### src/sv/tabx_pkg.sv
// tabx_pkg: shared constants, codes and types of the tab expander.
// No dependencies; every other file of the block refers to it by scoped names.
`default_nettype none

package tabx_pkg;

	// Field and state widths
	localparam int CHAR_W     = 8;
	localparam int REP_W      = 8;
	localparam int COL_W      = 16;
	localparam int STOP_W     = 8;
	localparam int MAX_STOPS  = 32;
	localparam int IDX_W      = $clog2(MAX_STOPS);
	localparam int CFG_IDX_W  = 3;
	localparam int CFG_DATA_W = 64;
	localparam int NUM_WORDS  = (MAX_STOPS * STOP_W) / CFG_DATA_W;
	localparam int DIV_STEPS  = COL_W;
	localparam int CNT_W      = $clog2(DIV_STEPS);

	// Item queue between front and back
	localparam int QUEUE_DEPTH = 2;
	localparam int QPTR_W      = $clog2(QUEUE_DEPTH);

	// Character codes
	localparam logic [CHAR_W-1:0] CH_BS    = 8'd8;
	localparam logic [CHAR_W-1:0] CH_TAB   = 8'd9;
	localparam logic [CHAR_W-1:0] CH_LF    = 8'd10;
	localparam logic [CHAR_W-1:0] CH_CR    = 8'd13;
	localparam logic [CHAR_W-1:0] CH_SPACE = 8'd32;

	localparam logic [COL_W-1:0]      COL_MAX      = '1;
	localparam logic [CFG_DATA_W-1:0] DEFAULT_STOP = 64'd8;

	// Register indexes of the configuration port
	typedef enum logic [CFG_IDX_W-1:0] {
		REG_LAST_STOP = 3'd0,
		REG_WORD_A    = 3'd1,
		REG_WORD_B    = 3'd2,
		REG_WORD_C    = 3'd3,
		REG_WORD_D    = 3'd4
	} reg_idx_t;

	// Class of an input byte, decided in the front
	typedef enum logic [1:0] {
		KIND_PLAIN,
		KIND_TAB,
		KIND_BACK,
		KIND_LINE
	} kind_t;

	typedef struct packed {
		kind_t             kind;
		logic [CHAR_W-1:0] ch;
	} item_t;

	// One side of the item queue
	typedef struct packed {
		logic  valid;
		item_t item;
	} q_word_t;

	// Tab stop configuration seen by the back
	typedef struct packed {
		logic [IDX_W-1:0]                  last_idx;
		logic [MAX_STOPS-1:0][STOP_W-1:0] stops;
	} stop_cfg_t;

	typedef enum logic [1:0] {
		B_IDLE,
		B_DIV,
		B_SCAN,
		B_EMIT
	} back_state_t;

endpackage

`default_nettype wire

### src/sv/tabx_if.sv
// tabx_if: valid/ready channel interfaces for text bytes and expanded results.
// Depends on tabx_pkg for the field widths.
`default_nettype none

interface tabx_in_if;
	logic                           valid;
	logic                           ready;
	logic [tabx_pkg::CHAR_W-1:0]    in_char;

	modport source (output valid, output in_char, input ready);
	modport sink (input valid, input in_char, output ready);
endinterface

interface tabx_out_if;
	logic                           valid;
	logic                           ready;
	logic [tabx_pkg::CHAR_W-1:0]    out_char;
	logic [tabx_pkg::REP_W-1:0]     repeat_res;

	modport source (output valid, output out_char, output repeat_res, input ready);
	modport sink (input valid, input out_char, input repeat_res, output ready);
endinterface

`default_nettype wire

### src/sv/tab_expander_unit.sv
// Tab expander, a byte of text in and one (character, repeat count) result out per
// byte. A plain byte, backspace or line end passes the front register, the queue,
// the back end's idle and emit states and the output register. A tab with uniform
// nonzero stops runs a 16-step serial remainder unit on the column; a tab with a
// stop list scans one stop per cycle, up to the last stop index. The back end works
// one item at a time because each result depends on the column the previous one
// left; a two-entry queue and a registered front let the input keep transferring
// meanwhile, and the output register lets the back end finish while a result waits
// to be taken. Configuration is to be written only while the block is idle;
// the block itself does not enforce this.
// Depends on tabx_pkg, tabx_if, tabx_front, tabx_queue and tabx_back.
`default_nettype none

module tab_expander_unit (
	input  wire                                 clk,
	input  wire                                 arst_n,
	tabx_in_if.sink                             text,
	tabx_out_if.source                          result,
	input  wire                                 cfg_we,
	input  wire [tabx_pkg::CFG_IDX_W-1:0]       cfg_index,
	input  wire [tabx_pkg::CFG_DATA_W-1:0]      cfg_data
);

	logic [tabx_pkg::IDX_W-1:0]                             last_q;
	logic [tabx_pkg::NUM_WORDS-1:0][tabx_pkg::CFG_DATA_W-1:0] stops_q;
	tabx_pkg::stop_cfg_t                                    cfg;
	tabx_pkg::q_word_t                                      push;
	logic                                                   push_ready;
	tabx_pkg::q_word_t                                      pop;
	logic                                                   pop_ready;

	// Configuration registers; unknown indexes are dropped
	always_ff @(posedge clk or negedge arst_n) begin
		if (!arst_n) begin
			last_q  <= '0;
			stops_q <= (tabx_pkg::NUM_WORDS * tabx_pkg::CFG_DATA_W)'(tabx_pkg::DEFAULT_STOP);
		end else if (cfg_we) begin
			unique case (tabx_pkg::reg_idx_t'(cfg_index))
				tabx_pkg::REG_LAST_STOP: last_q     <= cfg_data[tabx_pkg::IDX_W-1:0];
				tabx_pkg::REG_WORD_A:    stops_q[0] <= cfg_data;
				tabx_pkg::REG_WORD_B:    stops_q[1] <= cfg_data;
				tabx_pkg::REG_WORD_C:    stops_q[2] <= cfg_data;
				tabx_pkg::REG_WORD_D:    stops_q[3] <= cfg_data;
				default: begin
					last_q <= last_q;
				end
			endcase
		end
	end

	// Stop 0 sits in the lowest byte of the first word
	assign cfg.last_idx = last_q;
	assign cfg.stops    = stops_q;

	tabx_front u_front (
		.clk        (clk),
		.arst_n     (arst_n),
		.text       (text),
		.push       (push),
		.push_ready (push_ready)
	);

	tabx_queue u_queue (
		.clk        (clk),
		.arst_n     (arst_n),
		.push       (push),
		.push_ready (push_ready),
		.pop        (pop),
		.pop_ready  (pop_ready)
	);

	tabx_back u_back (
		.clk       (clk),
		.arst_n    (arst_n),
		.cfg       (cfg),
		.pop       (pop),
		.pop_ready (pop_ready),
		.result    (result)
	);

endmodule

`default_nettype wire

### src/sv/tabx_front.sv
// tabx_front: accepts text bytes and tags each with its class.
// Depends on tabx_pkg and tabx_in_if; feeds tabx_queue.
`default_nettype none

module tabx_front (
	input  wire                     clk,
	input  wire                     arst_n,
	tabx_in_if.sink                 text,
	output tabx_pkg::q_word_t       push,
	input  wire                     push_ready
);

	logic              v_s1;
	tabx_pkg::item_t   item_s1;
	logic              take;
	tabx_pkg::kind_t   kind;

	// Classify the incoming byte
	always_comb begin
		priority if (text.in_char == tabx_pkg::CH_TAB) begin
			kind = tabx_pkg::KIND_TAB;
		end else if (text.in_char == tabx_pkg::CH_BS) begin
			kind = tabx_pkg::KIND_BACK;
		end else if (text.in_char == tabx_pkg::CH_LF || text.in_char == tabx_pkg::CH_CR) begin
			kind = tabx_pkg::KIND_LINE;
		end else begin
			kind = tabx_pkg::KIND_PLAIN;
		end
	end

	// Take a byte when the stage is empty or drains this cycle
	assign text.ready = !v_s1 || push_ready;
	assign take       = text.valid && text.ready;

	always_ff @(posedge clk or negedge arst_n) begin
		if (!arst_n) begin
			v_s1 <= 1'b0;
		end else if (take) begin
			v_s1 <= 1'b1;
		end else if (push_ready) begin
			v_s1 <= 1'b0;
		end
	end

	always_ff @(posedge clk) begin
		if (take) begin
			item_s1 <= '{kind: kind, ch: text.in_char};
		end
	end

	assign push.valid = v_s1;
	assign push.item  = item_s1;

endmodule

`default_nettype wire

### src/sv/tabx_queue.sv
// tabx_queue: short item queue that decouples the front from the back.
// Depends on tabx_pkg for the item type and depth.
`default_nettype none

module tabx_queue (
	input  wire                     clk,
	input  wire                     arst_n,
	input  tabx_pkg::q_word_t       push,
	output logic                    push_ready,
	output tabx_pkg::q_word_t       pop,
	input  wire                     pop_ready
);

	tabx_pkg::item_t                    mem_q [tabx_pkg::QUEUE_DEPTH];
	logic [tabx_pkg::QPTR_W-1:0]        wr_ptr_q;
	logic [tabx_pkg::QPTR_W-1:0]        rd_ptr_q;
	logic [tabx_pkg::QPTR_W:0]          count_q;
	logic                               do_push;
	logic                               do_pop;

	assign push_ready = count_q != (tabx_pkg::QPTR_W + 1)'(tabx_pkg::QUEUE_DEPTH);
	assign pop.valid  = count_q != '0;
	assign pop.item   = mem_q[rd_ptr_q];
	assign do_push    = push.valid && push_ready;
	assign do_pop     = pop.valid && pop_ready;

	// Advance pointers and fill count
	always_ff @(posedge clk or negedge arst_n) begin
		if (!arst_n) begin
			wr_ptr_q <= '0;
			rd_ptr_q <= '0;
			count_q  <= '0;
		end else begin
			if (do_push) begin
				wr_ptr_q <= wr_ptr_q + 1'b1;
			end
			if (do_pop) begin
				rd_ptr_q <= rd_ptr_q + 1'b1;
			end
			if (do_push && !do_pop) begin
				count_q <= count_q + 1'b1;
			end else if (do_pop && !do_push) begin
				count_q <= count_q - 1'b1;
			end
		end
	end

	always_ff @(posedge clk) begin
		if (do_push) begin
			mem_q[wr_ptr_q] <= push.item;
		end
	end

endmodule

`default_nettype wire

### src/sv/tabx_back.sv
// tabx_back: keeps the output column and turns each queued item into a result.
// Depends on tabx_pkg and tabx_out_if; holds the serial remainder unit and stop scan.
`default_nettype none

module tabx_back (
	input  wire                     clk,
	input  wire                     arst_n,
	input  tabx_pkg::stop_cfg_t     cfg,
	input  tabx_pkg::q_word_t       pop,
	output logic                    pop_ready,
	tabx_out_if.source              result
);

	tabx_pkg::back_state_t              state_q, state_d;
	logic [tabx_pkg::COL_W-1:0]         col_q, col_d;
	logic                               col_we;
	logic [tabx_pkg::CHAR_W-1:0]        ch_q, ch_d;
	logic                               ch_we;
	logic [tabx_pkg::REP_W-1:0]         rep_q, rep_d;
	logic                               rep_we;
	logic [tabx_pkg::COL_W-1:0]         divd_q;
	logic [tabx_pkg::STOP_W-1:0]        rem_q;
	logic [tabx_pkg::CNT_W-1:0]         cnt_q;
	logic [tabx_pkg::IDX_W-1:0]         idx_q;
	logic                               div_start;
	logic                               scan_start;
	logic                               scan_next;
	logic                               emit_load;
	logic                               out_v_q;
	logic [tabx_pkg::CHAR_W-1:0]        out_ch_q;
	logic [tabx_pkg::REP_W-1:0]         out_rep_q;

	logic [tabx_pkg::IDX_W-1:0]         last_idx;
	logic                               uniform;
	logic [tabx_pkg::STOP_W-1:0]        stop0;
	logic [tabx_pkg::STOP_W-1:0]        cur_stop;
	logic [tabx_pkg::STOP_W:0]          trial;
	logic [tabx_pkg::STOP_W-1:0]        rem_nx;
	logic [tabx_pkg::REP_W-1:0]         rep_div;
	logic [tabx_pkg::REP_W-1:0]         rep_scan;
	logic                               slot_free;

	// Add a repeat count to the column, stopping at the top
	function automatic logic [tabx_pkg::COL_W-1:0] col_add(
		input logic [tabx_pkg::COL_W-1:0] col,
		input logic [tabx_pkg::REP_W-1:0] rep
	);
		logic [tabx_pkg::COL_W:0] sum;
		sum = {1'b0, col} + {{(tabx_pkg::COL_W + 1 - tabx_pkg::REP_W){1'b0}}, rep};
		return sum[tabx_pkg::COL_W] ? tabx_pkg::COL_MAX : sum[tabx_pkg::COL_W-1:0];
	endfunction

	// Stop list view; an index past the list size falls back to its last entry
	always_comb begin
		if ({1'b0, cfg.last_idx} >= (tabx_pkg::IDX_W + 1)'(tabx_pkg::MAX_STOPS)) begin
			last_idx = tabx_pkg::IDX_W'(tabx_pkg::MAX_STOPS - 1);
		end else begin
			last_idx = cfg.last_idx;
		end
	end

	assign uniform  = last_idx == '0;
	assign stop0    = cfg.stops[0];
	assign cur_stop = cfg.stops[idx_q];

	// One restoring remainder step per cycle: column mod stop 0
	assign trial   = {rem_q, divd_q[tabx_pkg::COL_W-1]};
	assign rem_nx  = (trial >= {1'b0, stop0}) ? tabx_pkg::STOP_W'(trial - {1'b0, stop0})
	                                          : trial[tabx_pkg::STOP_W-1:0];
	assign rep_div  = stop0 - rem_nx;
	assign rep_scan = cur_stop - col_q[tabx_pkg::STOP_W-1:0];

	assign slot_free = !out_v_q || result.ready;

	// Next state and datapath controls
	always_comb begin
		state_d    = state_q;
		pop_ready  = 1'b0;
		col_we     = 1'b0;
		col_d      = col_q;
		ch_we      = 1'b0;
		ch_d       = pop.item.ch;
		rep_we     = 1'b0;
		rep_d      = tabx_pkg::REP_W'(1);
		div_start  = 1'b0;
		scan_start = 1'b0;
		scan_next  = 1'b0;
		emit_load  = 1'b0;
		unique case (state_q)
			tabx_pkg::B_IDLE: begin
				pop_ready = 1'b1;
				if (pop.valid) begin
					ch_we  = 1'b1;
					rep_we = 1'b1;
					unique case (pop.item.kind)
						tabx_pkg::KIND_PLAIN: begin
							col_we  = 1'b1;
							col_d   = col_add(col_q, tabx_pkg::REP_W'(1));
							state_d = tabx_pkg::B_EMIT;
						end
						tabx_pkg::KIND_BACK: begin
							col_we  = 1'b1;
							col_d   = (col_q == '0) ? '0 : col_q - 1'b1;
							state_d = tabx_pkg::B_EMIT;
						end
						tabx_pkg::KIND_LINE: begin
							col_we  = 1'b1;
							col_d   = '0;
							state_d = tabx_pkg::B_EMIT;
						end
						tabx_pkg::KIND_TAB: begin
							ch_d = tabx_pkg::CH_SPACE;
							priority if (!uniform) begin
								scan_start = 1'b1;
								state_d    = tabx_pkg::B_SCAN;
							end else if (stop0 != '0) begin
								div_start = 1'b1;
								state_d   = tabx_pkg::B_DIV;
							end else begin
								col_we  = 1'b1;
								col_d   = col_add(col_q, tabx_pkg::REP_W'(1));
								state_d = tabx_pkg::B_EMIT;
							end
						end
						default: begin
							state_d = tabx_pkg::B_IDLE;
						end
					endcase
				end
			end
			tabx_pkg::B_DIV: begin
				if (cnt_q == tabx_pkg::CNT_W'(tabx_pkg::DIV_STEPS - 1)) begin
					rep_we  = 1'b1;
					rep_d   = rep_div;
					col_we  = 1'b1;
					col_d   = col_add(col_q, rep_div);
					state_d = tabx_pkg::B_EMIT;
				end
			end
			tabx_pkg::B_SCAN: begin
				priority if ({{(tabx_pkg::COL_W - tabx_pkg::STOP_W){1'b0}}, cur_stop} > col_q)
				begin
					rep_we  = 1'b1;
					rep_d   = rep_scan;
					col_we  = 1'b1;
					col_d   = col_add(col_q, rep_scan);
					state_d = tabx_pkg::B_EMIT;
				end else if (idx_q == last_idx) begin
					rep_we  = 1'b1;
					col_we  = 1'b1;
					col_d   = col_add(col_q, tabx_pkg::REP_W'(1));
					state_d = tabx_pkg::B_EMIT;
				end else begin
					scan_next = 1'b1;
				end
			end
			tabx_pkg::B_EMIT: begin
				if (slot_free) begin
					emit_load = 1'b1;
					state_d   = tabx_pkg::B_IDLE;
				end
			end
			default: begin
				state_d = tabx_pkg::B_IDLE;
			end
		endcase
	end

	// Control state: sequencer, column, output valid
	always_ff @(posedge clk or negedge arst_n) begin
		if (!arst_n) begin
			state_q <= tabx_pkg::B_IDLE;
			col_q   <= '0;
			out_v_q <= 1'b0;
		end else begin
			state_q <= state_d;
			if (col_we) begin
				col_q <= col_d;
			end
			if (emit_load) begin
				out_v_q <= 1'b1;
			end else if (result.ready) begin
				out_v_q <= 1'b0;
			end
		end
	end

	// Working registers of the remainder unit and stop scan
	always_ff @(posedge clk or negedge arst_n) begin
		if (!arst_n) begin
			cnt_q <= '0;
			idx_q <= '0;
		end else begin
			if (div_start) begin
				cnt_q <= '0;
			end else if (state_q == tabx_pkg::B_DIV) begin
				cnt_q <= cnt_q + 1'b1;
			end
			if (scan_start) begin
				idx_q <= '0;
			end else if (scan_next) begin
				idx_q <= idx_q + 1'b1;
			end
		end
	end

	// Payload registers
	always_ff @(posedge clk) begin
		if (div_start) begin
			divd_q <= col_q;
			rem_q  <= '0;
		end else if (state_q == tabx_pkg::B_DIV) begin
			divd_q <= {divd_q[tabx_pkg::COL_W-2:0], 1'b0};
			rem_q  <= rem_nx;
		end
		if (ch_we) begin
			ch_q <= ch_d;
		end
		if (rep_we) begin
			rep_q <= rep_d;
		end
		if (emit_load) begin
			out_ch_q  <= ch_q;
			out_rep_q <= rep_q;
		end
	end

	assign result.valid      = out_v_q;
	assign result.out_char   = out_ch_q;
	assign result.repeat_res = out_rep_q;

`ifndef SYNTHESIS
	a_rep_nonzero: assert property (@(posedge clk) disable iff (!arst_n)
		out_v_q |-> out_rep_q != '0)
		else $error("result with zero repeat count");

	a_plain_single: assert property (@(posedge clk) disable iff (!arst_n)
		out_v_q && out_ch_q != tabx_pkg::CH_SPACE |-> out_rep_q == tabx_pkg::REP_W'(1))
		else $error("non-space result repeated");

	a_line_clears: assert property (@(posedge clk) disable iff (!arst_n)
		state_q == tabx_pkg::B_IDLE && pop.valid && pop.item.kind == tabx_pkg::KIND_LINE
		|=> col_q == '0)
		else $error("line end did not clear the column");

	a_back_steps: assert property (@(posedge clk) disable iff (!arst_n)
		state_q == tabx_pkg::B_IDLE && pop.valid && pop.item.kind == tabx_pkg::KIND_BACK
		&& col_q != '0 |=> col_q == $past(col_q) - 1'b1)
		else $error("backspace did not lower the column by one");

	a_busy_no_pop: assert property (@(posedge clk) disable iff (!arst_n)
		state_q != tabx_pkg::B_IDLE |-> !pop_ready)
		else $error("queue popped while an item is in work");
`endif

endmodule

`default_nettype wire
### src/flat_wrapper.sv
// flat-port wrapper written by rule: the top's interface ports become plain ports
module tab_expander_unit_flat 
  (clk, arst_n, cfg_we, cfg_index, cfg_data, text_valid, text_in_char, text_ready, result_valid, result_out_char, result_repeat_res, result_ready);
  tabx_in_if text_i ();
  tabx_out_if result_i ();
  input  wire clk;
  input  wire arst_n;
  input  wire cfg_we;
  input  wire [tabx_pkg::CFG_IDX_W-1:0] cfg_index;
  input  wire [tabx_pkg::CFG_DATA_W-1:0] cfg_data;
  input wire logic [$bits(text_i.valid)-1:0] text_valid;
  input wire logic [$bits(text_i.in_char)-1:0] text_in_char;
  output wire logic [$bits(text_i.ready)-1:0] text_ready;
  output wire logic [$bits(result_i.valid)-1:0] result_valid;
  output wire logic [$bits(result_i.out_char)-1:0] result_out_char;
  output wire logic [$bits(result_i.repeat_res)-1:0] result_repeat_res;
  input wire logic [$bits(result_i.ready)-1:0] result_ready;
  assign text_i.valid = text_valid;
  assign text_i.in_char = text_in_char;
  assign text_ready = text_i.ready;
  assign result_valid = result_i.valid;
  assign result_out_char = result_i.out_char;
  assign result_repeat_res = result_i.repeat_res;
  assign result_i.ready = result_ready;
  tab_expander_unit u_core (.clk(clk), .arst_n(arst_n), .text(text_i), .result(result_i), .cfg_we(cfg_we), .cfg_index(cfg_index), .cfg_data(cfg_data));
endmodule
### config.mk
export PLATFORM = sky130hd
export DESIGN_NAME = tab_expander_unit_flat
export DESIGN_NICKNAME = d
export VERILOG_FILES = /design/src/sv/tabx_pkg.sv /design/src/sv/tabx_if.sv /design/src/sv/tab_expander_unit.sv /design/src/sv/tabx_front.sv /design/src/sv/tabx_queue.sv /design/src/sv/tabx_back.sv /design/src/flat_wrapper.sv
export SDC_FILE = /design/constraint.sdc
export NUM_CORES = 1
export LEC_CHECK = 0
export BUFFER_PORTS_ARGS = -buffer_cell sky130_fd_sc_hd__buf_4
export CORE_ASPECT_RATIO = 0.6
export CORE_MARGIN = 2
export CORE_UTILIZATION = 45
export CTS_BUF_LIST = sky130_fd_sc_hd__clkbuf_2 sky130_fd_sc_hd__clkbuf_4 sky130_fd_sc_hd__clkbuf_8
export CTS_CLUSTER_DIAMETER = 60
export DETAILED_ROUTE_END_ITERATION = 10
export PLACE_DENSITY = 0.61
export SLEW_MARGIN = 20
export SYNTH_ARGS = -nofsm -noshare
export SYNTH_HDL_FRONTEND = slang
export SYNTH_SLANG_ARGS = --single-unit
### constraint.sdc
create_clock -name clk -period 7.7 [get_ports clk]
set_input_delay 0.385 -clock clk [delete_from_list [all_inputs] [get_ports clk]]
set_output_delay 0.385 -clock clk [all_outputs]
set_load 0.02 [all_outputs]
==> summary by stage <==
Run status
The flow ran to the end, and the final reports show no timing, DRC or antenna violations.

Logic synthesis
The fraction of the mapped netlist area in compound gates is 7.76%. A synthesized cell averages 13.1 um^2. The synthesized net count is 1611. Counting every instance in the synthesized netlist gives 1481. The top cell type by area accounts for 37.8% of the synthesized area. The cell area after synthesis is 19400 um^2.

By area the synthesized netlist is led by dfrtp_1, mux2_2, edfxtp_1, mux4_2, ha_1. After synthesis, the share of cell area in mux cells is 26.4%. The synthesized flop and latch total is 380.

The primary flip-flop cell chosen by synthesis mapping is dfrtp_1. The count of flip-flops with a built-in enable after synthesis is 78. Summing the sequential cell areas from Yosys gives 50.8% of the chip area. Counting flops with an async set or reset pin after synthesis yields a share of 77.4%. After synthesis, the largest family of logic cells by area is multiplexers.

The post-synthesis share of cell area spent on full adders, half adders and majority gates is 3.48%. The distinct cell type count of the synthesized netlist is 74. The Yosys warning count is 0.

The area share of and/or/nand/nor cells after synthesis is 6.20%. The largest total area in the synthesized netlist belongs to dfrtp_1. Of the total synthesized cell area, the portion taken by XOR and XNOR cells is 2.75%.

Drt
Dividing the detail-routed via count by the number of cells gives 5.80. Wires add up to 49.6 mm. In this run the remaining antenna-violating nets after routing total 0.

The routed wire length per instance is 22.1 um. The first detailed-routing pass took 5 iterations. The count of routing violations after the opening detailed-route iteration is 1212. The via count is 13.0k. For this run, design rule violations remaining after detail routing come to 0.

Worst setup path
The worst setup path is launched from a register. Along the worst path, the maximum fanout reaches 8. The required time of the worst setup path is 8.23 ns.

The data arrival time of the critical path is 7.09 ns. The class of the most critical setup path is reg -> reg. The element type at the critical path end is a register.

Cells and area
The layout-stage area growth over the synthesis result is 16.8%. In the final layout, the share of cells above drive strength 1 is 35.4%. After filler insertion, the fill cell instance count of the layout stands at 3655. After routing the design area is 22700 um^2.

In the final design database the tool counted 1763 nets.

Clocking
Post-CTS timing repair inserted 0 buffers for setup. The maximum number of buffers from clock root to sink is 3. The clock drives 380 sinks. TritonCTS built the clock tree. The number of resized instances in the post-cts repair step is 0.

The clock tree root buffer cell is clkbuf_8. CTS built an H-tree with a depth of 2. The register clock-pin slew on the reported worst setup and hold paths is 0.07 ns.

Clock latency on the worst-skew pair, taken at its later pin, is 0.66 ns. The TritonCTS buffer count is 57.

Floorplanning
The die covers 44800 um^2. The number of top-level pins is 98. The number of rows in the core area is 58. The chip height is 165 um.

The horizontal die dimension is 272 um. The core region is 42200 um^2. The effective utilization at floorplan is 45.9%.

Timing
The transition time at the pin with the least slew margin is 1.08 ns. The total count of max-transition violations in the final report came to 0. The worst max-slew margin expressed relative to the limit is 25.8%. The number of failing hold endpoints at the final stage was 0. The final period utilization is 85.2%. The clock arrives with 0.0513 ns of skew. Final hold analysis gives a worst-case slack of 0.0508 ns. Summed over all failing endpoints, the final setup total negative slack is 0 ns. Based on the critical path, the design can be clocked at up to 152 MHz. The worst path in the final design needs a cycle of 6.56 ns, including I/O delays and setup. Setup repair after global routing left no endpoint under its margin.

The final count of negative-setup-slack endpoints is 0.

GRT
The maximum number of pins on one net before global-route repair is 173. The number of global-route vias before repair was 13.1k. The initial antenna violation count is 1.

The total congestion overflow is 0. The first global-routing pass estimated 77.9 mm of wire. The total routing resource utilization after global routing is 22.6%.

Place
The routability congestion estimate is 0.940. The placement-stage cell area is 20700 um^2. Summed over all nets, the half-perimeter wirelength after detailed placement is 33.3 mm.

In this run the tool buffered the top-level ports with 97 buffer cells.

Power
The total power is 10.4 mW. Summed over all cells, the static leakage comes to 9.19 nW. Dividing total power by cell area gives a power density of 458 nW/um^2. The worst-case IR drop observed on VDD is 0.245 mV.

Run
The max-cap check violation count is 0.

Worst hold path
The class of the tightest hold or removal check is in -> reg.
[per-stage QoR]
| stage | std cells | worst slack (ns) | util [%] |
|---|---|---|---|
| 3_3_place_gp | 2077 | 1.55 | 49.0 |
| 2_1_floorplan | 1481 | 2.11 | - |
| 5_1_grt | 2247 | 0.846 | 53.6 |
| 4_1_cts | 2246 | 1.30 | 53.6 |
| 6_report | 2247 | 1.14 | 53.6 |
| 3_5_place_dp | 2077 | 1.36 | 49.0 |
[placed cells by master, fill, tap and decap left out, types with 19 or more instances in the layout]
master / synthesis / layout
dfrtp_1: 293 / 291
mux2_2: 278 / 278
buf_4: 0 / 108
mux4_2: 80 / 80
nor2_1: 83 / 79
edfxtp_1: 78 / 78
nand2_1: 73 / 73
clkbuf_8: 0 / 73
dlygate4sd3_1: 0 / 67
a21oi_1: 46 / 46
o21ai_0: 47 / 46
ha_1: 46 / 46
inv_1: 42 / 42
xnor2_1: 39 / 39
nor3_1: 26 / 23
xor2_1: 22 / 22
nand3_1: 20 / 19
[critical path: stages, from the launching register on]
cell and delay (ns):
dfrtp_1 0.53, inv_1 0.10, ha_1 0.36, a21o_1 0.21
a221o_1 0.40, a21oi_1 0.38, nor2_1 0.07, a21oi_1 0.22
xnor2_1 0.11, ha_1 0.21, a311oi_1 0.34, xor2_1 0.32
ha_1 0.33, a21o_1 0.24, a21oi_1 0.33, o21bai_1 0.13
a2111oi_0 0.94, nor2_1 0.35, mux2_2 0.37, o221ai_1 0.23
a21oi_1 0.12, o2bb2ai_1 0.19
[sequential cells by signal (all words and copies together) (netlist names), 2 cells and up]
signal,count
u_core.u_back.cnt_q,4
u_core.u_front.push,10
u_core.u_back.result.out_char,8
u_core.u_back.idx_q,5
u_core.u_queue.mem_q,20
u_core.u_back.rem_q,8
u_core.u_back.divd_q,16
u_core.u_back.col_q,16
u_core.u_back.ch_q,8
u_core.u_back.result.repeat_res,8
u_core.cfg,256
u_core.u_queue.count_q,2
u_core.u_back.rep_q,8
u_core.u_back.state_q,2
u_core.last_q,5
[path summary, 6_finish.rpt]
check / from / cells after the start / slack (ns) / to
worst min register to register: u_core.u_back.ch_q[3] / 0 / 0.42 / u_core.u_back.result.out_char[3]
worst max-delay path: u_core.cfg[4] / 21 / 1.14 / u_core.u_back.col_q[8]
min in group asynchronous: arst_n / 2 / 0.44 / u_core.cfg[165]
worst min-delay path: cfg_data[21] / 2 / 0.05 / u_core.cfg[149]
worst max register to register: u_core.cfg[4] / 21 / 1.14 / u_core.u_back.col_q[8]
max in group asynchronous: arst_n / 3 / 5.64 / u_core.u_back.idx_q[0]
[where the power goes]
group | switching, mW | leakage [nW] | internal, mW
registers | 0.468 | 4.34 | 2.67
logic | 3.07 | 4.19 | 2.35
clock network | 0.824 | 0.665 | 0.996
total | 4.36 | 9.19 | 6.01
[layer usage]
metal | GRT usage, % | wire length (um) | vias up
met1 | 35.1 | 24600 | 6693
met5 | 0 | 0 | -
met4 | 4.95 | 786 | 0
met2 | 31.2 | 20200 | 421
li1 | - | - | 5858
met3 | 6.03 | 3930 | 66
[area by class of cell]
cell class,instances,area (um^2),share of cell area [%]
sequential,380,9870,43.6
inverter,43,161,0.713
multi-input combinational,972,9090,40.1
tap,570,713,3.15
clock buffer,88,1120,4.93
timing repair buffer,179,1560,6.87
clock inverter,14,148,0.652
antenna,1,2.50,0.0110
[Yosys cell counts, types with 39 or more instances]
cell type	number
edfxtp_1	78
mux2_2	278
clkbuf_1	72
dfrtp_1	293
xnor2_1	39
o21ai_0	47
nand2_1	73
nor2_1	83
mux4_2	80
ha_1	46
inv_1	42
a21oi_1	46
[kinds of logic (layout without fill, tap and decap cells)]
group,count (synthesis),after routing
buf+inv,129,324
simple gates,261,261
compound gates,222,222
mux,376,376
other cells,0,1
xor+xnor,61,61
flops,380,380
fa+ha+maj,52,52
[repair_timing]
action / 4_1_cts / 5_1_grt
setup endpoints to repair: 0 / 0
endpoints found under the hold margin: 339 / 0
hold buffers: 67 / 0
Note: power is estimated with default switching activity, not from simulation.
